**config.mk**
```make
export PLATFORM = sky130hd
export DESIGN_NAME = archive_header_parser_top
export DESIGN_NICKNAME = d
export VERILOG_FILES = /design/src/hdl/ahp_pkg.sv /design/src/hdl/ahp_varint.sv /design/src/hdl/archive_header_parser_top.sv
export SDC_FILE = /design/constraint.sdc
export NUM_CORES = 2
export LEC_CHECK = 0
export BUFFER_PORTS_ARGS = -buffer_cell sky130_fd_sc_hd__clkbuf_2
export CAP_MARGIN = 20
export CORE_ASPECT_RATIO = 0.6
export CORE_UTILIZATION = 60
export DETAILED_ROUTE_END_ITERATION = 7
export GPL_TIMING_DRIVEN = 1
export MAX_ROUTING_LAYER = met4
export PLACE_DENSITY_LB_ADDON = 0.2
export SYNTH_ARGS = -nofsm -noshare
export SYNTH_HDL_FRONTEND = slang
export SYNTH_SLANG_ARGS = --single-unit
```
**constraint.sdc**
```tcl
create_clock -name clock -period 21.2 [get_ports clock]
set_input_delay 2.12 -clock clock [delete_from_list [all_inputs] [get_ports clock]]
set_output_delay 2.12 -clock clock [all_outputs]
set_load 0.05 [all_outputs]
```
**src/hdl/ahp_pkg.sv**
```systemverilog
`timescale 1ns / 1ps
`default_nettype none
package ahp_pkg;

   // default width of stream, file and index counters
   localparam int COUNT_BITS_DEF = 32;

   // property ids
   localparam logic [7:0] ID_END     = 8'h00;
   localparam logic [7:0] ID_HEADER  = 8'h01;
   localparam logic [7:0] ID_MAIN    = 8'h04;
   localparam logic [7:0] ID_FILES   = 8'h05;
   localparam logic [7:0] ID_PACK    = 8'h06;
   localparam logic [7:0] ID_UNPACK  = 8'h07;
   localparam logic [7:0] ID_SUBSTR  = 8'h08;
   localparam logic [7:0] ID_SIZE    = 8'h09;
   localparam logic [7:0] ID_CRC     = 8'h0A;
   localparam logic [7:0] ID_NAME    = 8'h11;
   localparam logic [7:0] ID_ENCODED = 8'h17;

   localparam logic [63:0] DATA_BASE   = 64'd32;
   localparam logic [15:0] ASCII_LIMIT = 16'd128;
   localparam logic [7:0]  SUBST_CHAR  = 8'h3F;
   localparam logic [7:0]  MASK_REST   = 8'h80;

   // event kinds
   localparam logic [2:0] EV_PACK_POS  = 3'd0;
   localparam logic [2:0] EV_STRM_CNT  = 3'd1;
   localparam logic [2:0] EV_PACK_SIZE = 3'd2;
   localparam logic [2:0] EV_FILE_CNT  = 3'd3;
   localparam logic [2:0] EV_NAME_CHAR = 3'd4;
   localparam logic [2:0] EV_NAME_END  = 3'd5;
   localparam logic [2:0] EV_DONE      = 3'd6;
   localparam logic [2:0] EV_ERROR     = 3'd7;

   // error codes
   localparam logic [63:0] ERR_ENCODED = 64'd0;
   localparam logic [63:0] ERR_STRUCT  = 64'd1;

   // number decoder state
   typedef struct packed {
      logic [63:0] value;
      logic [7:0]  mask;
      logic [3:0]  pos;
   } varint_state_type;

endpackage
`default_nettype wire

```
**src/hdl/ahp_varint.sv**
```systemverilog
`timescale 1ns / 1ps
`default_nettype none
module ahp_varint import ahp_pkg::*; (
   input  wire logic [7:0]       data_byte,
   input  wire varint_state_type cur,
   output varint_state_type      nxt,
   output logic                  done
);

   logic [3:0] lead;
   logic [7:0] low_mask;
   logic [2:0] slot;

   // count leading ones of a first byte
   always_comb begin
      lead = 4'd8;
      for (int k = 7; k >= 0; k--) begin
         if (!data_byte[k] && lead == 4'd8) begin
            lead = 4'(7 - k);
         end
      end
   end

   assign low_mask = 8'h7F >> lead;
   assign slot     = 3'(cur.pos - 4'd1);

   // first byte or extra little-endian byte
   always_comb begin
      nxt  = cur;
      done = 1'b0;
      if (cur.pos == 4'd0) begin
         nxt.value = (lead == 4'd8) ? 64'd0
                   : (64'(data_byte & low_mask) << {lead[2:0], 3'b000});
         if (lead == 4'd0) begin
            done = 1'b1;
         end else begin
            nxt.mask = 8'(16'hFF00 >> lead);
            nxt.pos  = 4'd1;
         end
      end else begin
         nxt.value = cur.value | (64'(data_byte) << {slot, 3'b000});
         nxt.mask  = {cur.mask[6:0], 1'b0};
         nxt.pos   = cur.pos + 4'd1;
         if (nxt.mask == 8'd0) begin
            nxt.pos  = 4'd0;
            nxt.mask = MASK_REST;
            done     = 1'b1;
         end
      end
   end

endmodule
`default_nettype wire

```
**src/hdl/archive_header_parser_top.sv**
```systemverilog
// a result beat is registered and appears in the cycle after the byte that causes it
// throughput: one header byte per cycle while the input is not stalled, set by the combinational phase update
// the byte is taken whenever the result register is empty or being drained
// reset clears the phase, counters and result valid; payload registers are not reset
`timescale 1ns / 1ps
`default_nettype none
module archive_header_parser_top import ahp_pkg::*; #(
   parameter int COUNT_BITS = COUNT_BITS_DEF
) (
   input  wire logic        clock,
   input  wire logic        reset,
   input  wire logic        req_valid,
   output logic             req_stall,
   input  wire logic        req_frame_start,
   input  wire logic [7:0]  req_data_byte,
   output logic             rsp_valid,
   input  wire logic        rsp_stall,
   output logic [2:0]       rsp_event_kind,
   output logic [63:0]      rsp_event_value,
   output logic [31:0]      rsp_event_index
);

   localparam logic [4:0] PH_HDR_ID = 5'd0, PH_MAIN_ID = 5'd1, PH_MAIN_SIZE = 5'd2,
      PH_MAIN_SKIP = 5'd3, PH_STRM_ID = 5'd4, PH_STRM_SIZE = 5'd5, PH_STRM_SKIP = 5'd6,
      PH_PACK_POS = 5'd7, PH_PACK_NUM = 5'd8, PH_PACK_ID = 5'd9, PH_PACK_SIZE = 5'd10,
      PH_PACK_ID2 = 5'd11, PH_CRC_ALL = 5'd12, PH_CRC_BITS = 5'd13, PH_CRC_SKIP = 5'd14,
      PH_PACK_END = 5'd15, PH_LIST_ID = 5'd16, PH_LIST_SIZE = 5'd17, PH_LIST_SKIP = 5'd18,
      PH_FILE_NUM = 5'd19, PH_FILE_ID = 5'd20, PH_FILE_SIZE = 5'd21, PH_FILE_SKIP = 5'd22,
      PH_NAME_EXT = 5'd23, PH_NAME_DATA = 5'd24, PH_IDLE = 5'd25;

   typedef logic [COUNT_BITS-1:0] count_type;

   logic [4:0]       phase_ff, phase_in, ph;
   logic [7:0]       section_ff, section_in, sec;
   varint_state_type vint_ff, vint_in, vcur, vnxt;
   logic             vdone;
   logic [63:0]      skip_ff, skip_in, skp, skip_dec;
   logic             skip_last;
   logic [63:0]      packpos_ff, packpos_in, ppos;
   count_type        strm_ff, strm_in, scnt;
   count_type        item_ff, item_in, itm;
   count_type        defd_ff, defd_in, dfd;
   count_type        files_ff, files_in, fcnt;
   logic [31:0]      namelen_ff, namelen_in, nlen;
   logic [8:0]       hold_ff, hold_in, hld;

   logic             emit;
   logic [2:0]       ekind;
   logic [63:0]      evalue;
   count_type        eindex;
   count_type        left, take;
   logic [7:0]       top_mask;
   logic [3:0]       ones;
   logic [15:0]      unit;

   logic             rsp_valid_ff, rsp_valid_in;
   logic [2:0]       kind_ff;
   logic [63:0]      value_ff;
   logic [31:0]      index_ff;
   logic             accept;

   assign req_stall = rsp_valid_ff && rsp_stall;
   assign accept    = req_valid && !req_stall;

   // state as seen by this byte, frame start restarts the parser
   always_comb begin
      if (req_frame_start) begin
         ph   = PH_HDR_ID;
         sec  = 8'd0;
         vcur = '{value: 64'd0, mask: MASK_REST, pos: 4'd0};
         skp  = 64'd0;
         ppos = 64'd0;
         scnt = '0;
         itm  = '0;
         dfd  = '0;
         fcnt = '0;
         nlen = 32'd0;
         hld  = 9'd0;
      end else begin
         ph   = phase_ff;
         sec  = section_ff;
         vcur = vint_ff;
         skp  = skip_ff;
         ppos = packpos_ff;
         scnt = strm_ff;
         itm  = item_ff;
         dfd  = defd_ff;
         fcnt = files_ff;
         nlen = namelen_ff;
         hld  = hold_ff;
      end
   end

   ahp_varint u_varint (
      .data_byte (req_data_byte),
      .cur       (vcur),
      .nxt       (vnxt),
      .done      (vdone)
   );

   // skip counter step
   assign skip_dec  = (skp != 64'd0) ? skp - 64'd1 : 64'd0;
   assign skip_last = (skip_dec == 64'd0);

   // digest bit vector: msb first, only the bits still owed
   assign left     = scnt - itm;
   assign take     = (left < count_type'(8)) ? left : count_type'(8);
   assign top_mask = 8'(16'hFF00 >> take[3:0]);
   always_comb begin
      ones = 4'd0;
      for (int k = 0; k < 8; k++) begin
         ones = ones + 4'(req_data_byte[k] & top_mask[k]);
      end
   end

   assign unit = {req_data_byte, hld[7:0]};

   // phase update
   always_comb begin
      phase_in   = ph;
      section_in = sec;
      vint_in    = vcur;
      skip_in    = skp;
      packpos_in = ppos;
      strm_in    = scnt;
      item_in    = itm;
      defd_in    = dfd;
      files_in   = fcnt;
      namelen_in = nlen;
      hold_in    = hld;
      emit       = 1'b0;
      ekind      = EV_ERROR;
      evalue     = 64'd0;
      eindex     = '0;
      case (ph)
         PH_HDR_ID: begin
            phase_in = PH_IDLE;
            if (req_data_byte == ID_ENCODED) begin
               emit = 1'b1;
               evalue = ERR_ENCODED;
            end else if (req_data_byte != ID_HEADER) begin
               emit = 1'b1;
               evalue = ERR_STRUCT;
            end else begin
               phase_in = PH_MAIN_ID;
            end
         end
         PH_MAIN_ID: begin
            section_in = req_data_byte;
            if (req_data_byte == ID_END) begin
               phase_in = PH_IDLE;
               emit = 1'b1;
               ekind = EV_DONE;
               evalue = ppos + DATA_BASE;
            end else if (req_data_byte == ID_MAIN) begin
               phase_in = PH_STRM_ID;
            end else if (req_data_byte == ID_FILES) begin
               phase_in = PH_FILE_NUM;
            end else begin
               phase_in = PH_MAIN_SIZE;
            end
         end
         PH_MAIN_SIZE, PH_STRM_SIZE, PH_LIST_SIZE, PH_FILE_SIZE: begin
            vint_in = vnxt;
            if (vdone) begin
               skip_in = vnxt.value;
               if (vnxt.value == 64'd0) begin
                  phase_in = (ph == PH_MAIN_SIZE) ? PH_MAIN_ID
                           : (ph == PH_STRM_SIZE) ? PH_STRM_ID
                           : (ph == PH_LIST_SIZE) ? PH_LIST_ID : PH_FILE_ID;
               end else begin
                  phase_in = (ph == PH_MAIN_SIZE) ? PH_MAIN_SKIP
                           : (ph == PH_STRM_SIZE) ? PH_STRM_SKIP
                           : (ph == PH_LIST_SIZE) ? PH_LIST_SKIP
                           : (sec == ID_NAME) ? PH_NAME_EXT : PH_FILE_SKIP;
               end
            end
         end
         PH_MAIN_SKIP, PH_STRM_SKIP, PH_LIST_SKIP, PH_FILE_SKIP, PH_CRC_SKIP: begin
            skip_in = skip_dec;
            if (skip_last) begin
               phase_in = (ph == PH_MAIN_SKIP) ? PH_MAIN_ID
                        : (ph == PH_STRM_SKIP) ? PH_STRM_ID
                        : (ph == PH_LIST_SKIP) ? PH_LIST_ID
                        : (ph == PH_FILE_SKIP) ? PH_FILE_ID : PH_PACK_END;
            end
         end
         PH_STRM_ID: begin
            section_in = req_data_byte;
            if (req_data_byte == ID_END) begin
               phase_in = PH_MAIN_ID;
            end else if (req_data_byte == ID_PACK) begin
               phase_in = PH_PACK_POS;
            end else if (req_data_byte == ID_UNPACK || req_data_byte == ID_SUBSTR) begin
               phase_in = PH_LIST_ID;
            end else begin
               phase_in = PH_STRM_SIZE;
            end
         end
         PH_PACK_POS: begin
            vint_in = vnxt;
            if (vdone) begin
               packpos_in = vnxt.value;
               phase_in = PH_PACK_NUM;
               emit = 1'b1;
               ekind = EV_PACK_POS;
               evalue = vnxt.value;
            end
         end
         PH_PACK_NUM: begin
            vint_in = vnxt;
            if (vdone) begin
               strm_in = vnxt.value[COUNT_BITS-1:0];
               phase_in = PH_PACK_ID;
               emit = 1'b1;
               ekind = EV_STRM_CNT;
               evalue = 64'(vnxt.value[COUNT_BITS-1:0]);
            end
         end
         PH_PACK_ID, PH_PACK_ID2: begin
            if (req_data_byte == ID_SIZE && ph == PH_PACK_ID) begin
               item_in = '0;
               phase_in = (scnt == '0) ? PH_PACK_ID2 : PH_PACK_SIZE;
            end else if (req_data_byte == ID_CRC) begin
               item_in = '0;
               defd_in = '0;
               phase_in = PH_CRC_ALL;
            end else if (req_data_byte == ID_END) begin
               phase_in = PH_STRM_ID;
            end else begin
               phase_in = PH_IDLE;
               emit = 1'b1;
               evalue = ERR_STRUCT;
            end
         end
         PH_PACK_SIZE: begin
            vint_in = vnxt;
            if (vdone) begin
               item_in = itm + count_type'(1);
               if (item_in >= scnt) begin
                  phase_in = PH_PACK_ID2;
               end
               emit = 1'b1;
               ekind = EV_PACK_SIZE;
               evalue = vnxt.value;
               eindex = itm;
            end
         end
         PH_CRC_ALL: begin
            if (req_data_byte != 8'd0 || scnt == '0) begin
               defd_in = (req_data_byte != 8'd0) ? scnt : dfd;
               skip_in = {62'(defd_in), 2'b00};
               phase_in = (defd_in == '0) ? PH_PACK_END : PH_CRC_SKIP;
            end else begin
               phase_in = PH_CRC_BITS;
            end
         end
         PH_CRC_BITS: begin
            defd_in = dfd + count_type'(ones);
            item_in = itm + take;
            if (item_in >= scnt) begin
               skip_in = {62'(defd_in), 2'b00};
               phase_in = (defd_in == '0) ? PH_PACK_END : PH_CRC_SKIP;
            end
         end
         PH_PACK_END: begin
            if (req_data_byte == ID_END) begin
               phase_in = PH_STRM_ID;
            end else begin
               phase_in = PH_IDLE;
               emit = 1'b1;
               evalue = ERR_STRUCT;
            end
         end
         PH_LIST_ID: begin
            phase_in = (req_data_byte == ID_END) ? PH_STRM_ID : PH_LIST_SIZE;
         end
         PH_FILE_NUM: begin
            vint_in = vnxt;
            if (vdone) begin
               files_in = vnxt.value[COUNT_BITS-1:0];
               phase_in = PH_FILE_ID;
               emit = 1'b1;
               ekind = EV_FILE_CNT;
               evalue = 64'(vnxt.value[COUNT_BITS-1:0]);
            end
         end
         PH_FILE_ID: begin
            section_in = req_data_byte;
            phase_in = (req_data_byte == ID_END) ? PH_MAIN_ID : PH_FILE_SIZE;
         end
         PH_NAME_EXT: begin
            skip_in = skip_dec;
            item_in = '0;
            namelen_in = 32'd0;
            hold_in = 9'd0;
            if (skip_last) begin
               phase_in = PH_FILE_ID;
            end else begin
               phase_in = (req_data_byte != 8'd0) ? PH_FILE_SKIP : PH_NAME_DATA;
            end
         end
         PH_NAME_DATA: begin
            skip_in = skip_dec;
            if (itm < fcnt) begin
               if (!hld[8]) begin
                  hold_in = {1'b1, req_data_byte};
               end else begin
                  hold_in = 9'd0;
                  emit = 1'b1;
                  eindex = itm;
                  if (unit == 16'd0) begin
                     ekind = EV_NAME_END;
                     evalue = 64'(nlen);
                     item_in = itm + count_type'(1);
                     namelen_in = 32'd0;
                  end else begin
                     ekind = EV_NAME_CHAR;
                     evalue = (unit < ASCII_LIMIT) ? 64'(unit) : 64'(SUBST_CHAR);
                     namelen_in = nlen + 32'd1;
                  end
               end
            end
            if (skip_last) begin
               hold_in = 9'd0;
               phase_in = PH_FILE_ID;
            end
         end
         default: begin
            phase_in = PH_IDLE;
         end
      endcase
   end

   // parser state
   always_ff @(posedge clock) begin
      if (reset) begin
         phase_ff   <= PH_HDR_ID;
         section_ff <= 8'd0;
         vint_ff    <= '{value: 64'd0, mask: MASK_REST, pos: 4'd0};
         skip_ff    <= 64'd0;
         packpos_ff <= 64'd0;
         strm_ff    <= '0;
         item_ff    <= '0;
         defd_ff    <= '0;
         files_ff   <= '0;
         namelen_ff <= 32'd0;
         hold_ff    <= 9'd0;
      end else if (accept) begin
         phase_ff   <= phase_in;
         section_ff <= section_in;
         vint_ff    <= vint_in;
         skip_ff    <= skip_in;
         packpos_ff <= packpos_in;
         strm_ff    <= strm_in;
         item_ff    <= item_in;
         defd_ff    <= defd_in;
         files_ff   <= files_in;
         namelen_ff <= namelen_in;
         hold_ff    <= hold_in;
      end
   end

   // result register
   assign rsp_valid_in = accept ? emit : (rsp_valid_ff && rsp_stall);

   always_ff @(posedge clock) begin
      if (reset) begin
         rsp_valid_ff <= 1'b0;
      end else begin
         rsp_valid_ff <= rsp_valid_in;
      end
   end

   always_ff @(posedge clock) begin
      if (accept && emit) begin
         kind_ff  <= ekind;
         value_ff <= evalue;
         index_ff <= 32'(eindex);
      end
   end

   assign rsp_valid       = rsp_valid_ff;
   assign rsp_event_kind  = kind_ff;
   assign rsp_event_value = value_ff;
   assign rsp_event_index = index_ff;

   // checks
   a_stall_only_when_full: assert property (@(posedge clock) disable iff (reset)
      req_stall |-> rsp_valid_ff)
      else $error("input stalled with empty result register");

   a_idle_silent: assert property (@(posedge clock) disable iff (reset)
      accept && !req_frame_start && phase_ff == PH_IDLE |=> !rsp_valid_ff)
      else $error("result beat after done or error");

   a_error_code: assert property (@(posedge clock) disable iff (reset)
      rsp_valid_ff && kind_ff == EV_ERROR |-> value_ff <= ERR_STRUCT)
      else $error("bad error code");

   a_varint_rest: assert property (@(posedge clock) disable iff (reset)
      vint_ff.pos == 4'd0 |-> vint_ff.mask == MASK_REST)
      else $error("number decoder not at rest");

endmodule
`default_nettype wire

```
==> summary.txt <==
Outcome
  • Outcome: finished, violations left
  • Failing checks: design-rule violations

Pwr
  • Combinational Power Share: 0.257
  • Flop pwr share: 0.385
  • Worst VDD drop: approximately 0.07 mV
  • Final Power: ~2.6 mW
  • Sw power: ~950 uW
  • Leak: around 15 nW
  • Sw Share: 0.365
  • Internal power: approximately 1.6 mW
  • PwrDens: roughly 64 nW/um^2
  • Clk pwr share: 0.359

Timing
  • Min Tclk post-route: 14.01 ns
  • F_max: around 71 MHz
  • Max-slew violations: 0
  • Fin Setup TNS: 0 ns
  • # setup viols final: 0
  • Final hold violations: 0
  • Least-Margin Pin Slew: between 1 and 1.5 ns
  • Setup Skew: just over 0.03 ns
  • RSZ-0062 raised after global routing: false
  • Final Cycle Share: 0.661
  • Slew HR: 0.0778

Critical path
  • CP Capture Type: flop
  • Most frequent CP cell: a21oi_1
  • Crit path max-delay cell type: a31oi_1
  • CP max FO: 95
  • Crit path arrival time: about 14 ns
  • WS Path Type: input pin to flop
  • Required @ worst endpoint: 21.68 ns
  • Critical path's largest stage delay: ~0.66 ns
  • Worst setup SP type: input pin

Place
  • Port bufs: ~110
  • Post-placement cell area: 38,700 sq um
  • Post-DP HPWL: approximately 130,000 um
  • GP Congestion: 1.14

Yosys
  • Post-synth top area cell: dfxtp_1
  • Mapped Area: 37,400 sq um
  • Distinct cells, synth: 95
  • Dominant synthesized flop cell: dfxtp_1
  • Number of synthesized flops with an enable pin: approximately 100
  • Post-synth ARST share: 0
  • #FFs+latches synth: around 490
  • Sequential share of the synthesized area: 0.286
  • Top cells by area, synth: dfxtp_1, edfxtp_1, nor2_1
  • Avg Cell Area, Syn: about 7.3 sq um
  • Cells after Synth: between 5k and 6k
  • Synth top area share: 0.206
  • Ys Warns: 0

Floorplanning
  • Chip height: around 200 um
  • Row cnt: 70
  • Core area: ~61,000 sq um
  • Starting density of the core: 0.611
  • IO Count: between 100 and 150
  • Die Width: 324 um
  • Die area: approximately 63,000 sq um

GRT
  • GR Overflow Total: 0
  • Initial antenna violation count: 10
  • First-pass GRT wire length: roughly 250,000 um
  • M3 GR Usage: 0.352
  • GR met1 Demand/Resource: 0.774
  • Largest net degree at the start of global routing: 122
  • Grt met2 use: 0.595
  • Vias in the first global route: between 30k and 40k
  • Gr busiest metal: met1
  • Total GRT Usage: 0.543

Cells and area
  • Design area: slightly above 40,000 sq um
  • Final nets: 5,209
  • Post-layout util: 0.658
  • Most common cell after layout, fill and taps aside: nor2_1
  • Layout cell share with drive strength beyond 1: 0.0774
  • Filler Cell Count: roughly 5.4k
  • Most frequent cells in the layout: nor2_1, nand2_1, a21oi_1
  • Area Growth Syn to Fin: 7.80%

Clock tree
  • CTS root buf: clkbuf_16
  • CTS tree: built
  • Clock Pin Slew Worst Setup and Hold Paths: 0.07 ns
  • Htree depth: 2
  • CTS Hold Bufs: 0
  • Setup bufs post-CTS: 0
  • Clock sink count: ~490
  • Num CTS Buffers: 47
  • Clock Latency Late Sink: between 0.6 and 0.7 ns
  • Clk buf depth: 3
  • CTS resizes: 0

Routing
  • Vias/cell: approximately 7.4
  • TritonRoute pass-1 iters: 8
  • Starting DRT DRC Count: 9,939
  • Post-route ant nets: 0
  • Total Wirelength: roughly 180,000 um
  • Vias: approximately 44k
  • Residual DRC: 40
  • WL per Instance: just under 30 um

Run
  • Max cap viols: 0

Worst hold path
  • Worst Hold Class: flop to flop
-- power by group through the flow --
stage	clock (mW)	combinational (mW)	sequential [mW]
4_1_cts	0.916	0.613	0.994
6_report	0.930	0.665	0.997
5_1_grt	0.951	0.681	0.998
2_1_floorplan	0	0.374	1.06
3_3_place_gp	0	0.608	1.01
3_5_place_dp	0	0.610	1.02
-- area by class of cell --
class,instances,area (sq um),share of cell area
Antenna cell,13,32.5,0.000806
Clock buffer,53,1240,0.0307
Clock inverter,34,368,0.00911
Inverter,120,458,0.0113
Multi-Input combinational cell,4156,25000,0.620
Sequential cell,485,10700,0.265
Tap cell,828,1040,0.0257
Timing Repair Buffer,232,1500,0.0371
-- stage by stage --
step | hold WS (ns) | instances | setup WS [ns]
after floorplan | 0.445 | 5144 | 3.47
after global placement | 0.455 | 5814 | 6.80
after detailed placement | 0.465 | 5816 | 6.50
after CTS | 0.475 | 5903 | 7.13
after global routing | 0.489 | 5920 | 6.55
final | 0.478 | 5921 | 7.19
-- final timing paths --
path | start | endpoint | slack, ns | depth (start not counted)
worst max register to register | item_ff[0] | skip_ff[12] | 9.10 | 41
worst min register to register | defd_ff[3] | defd_ff[3] | 0.48 | 2
worst min-delay path | defd_ff[3] | defd_ff[3] | 0.48 | 2
worst max-delay path | req_frame_start | skip_ff[12] | 7.19 | 43
-- layer usage --
layer	wire, um	vias up
li1	-	18600
met1	70900	20400
met2	58200	4370
met3	41400	485
met4	4890	0
met5	0	-
-- cell usage after synthesis, types with 47 or more instances --
cell	count
nor3_1	146
o22ai_1	72
o21ai_0	305
nand4_1	64
a22oi_1	295
a221oi_1	47
nand3_1	135
a21o_1	63
nand2b_1	73
edfxtp_1	99
nand2_1	571
clkbuf_1	316
xor2_1	70
ha_1	149
mux2i_1	58
nor4_1	69
inv_1	119
xnor2_1	121
a21oi_1	424
nor2b_1	106
and3_1	51
dfxtp_1	386
nor2_1	709
-- critical path, delay by kind of cell --
kind	cells	cell delay, ns
multiplexers	1	0.37
buffers and inverters	4	1.60
XOR/XNOR	2	0.33
AND/OR/NAND/NOR	13	3.51
adder cells (fa/ha/maj)	3	1.04
AO/OA/AOI/OAI	20	5.42
-- cells by family (layout without fill, tap and decap cells) --
kind of cell	after synthesis	in the layout	share of synthesized area
AO/OA/AOI/OAI	1615	1615	0.283
AND/OR/NAND/NOR	2093	2093	0.260
XOR/XNOR	192	192	0.0451
other	1	39	0.000100
adder cells (fa/ha/maj)	159	159	0.0538
buffers and inverters	503	439	0.0531
multiplexers	71	71	0.0194
flip-flops	485	485	0.286
-- sequential cells by signal, indices dropped and copies added (netlist names) --
register and count:
phase_ff 5, rsp_event_value 64, section_ff 8, defd_ff 32, files_ff 32, strm_ff 32
namelen_ff 32, rsp_event_kind 3, vint_ff 75, hold_ff 9, item_ff 32, rsp_valid 1
skip_ff 64, packpos_ff 64, rsp_event_index 32
No activity file was read; power rests on OpenSTA's default activity.
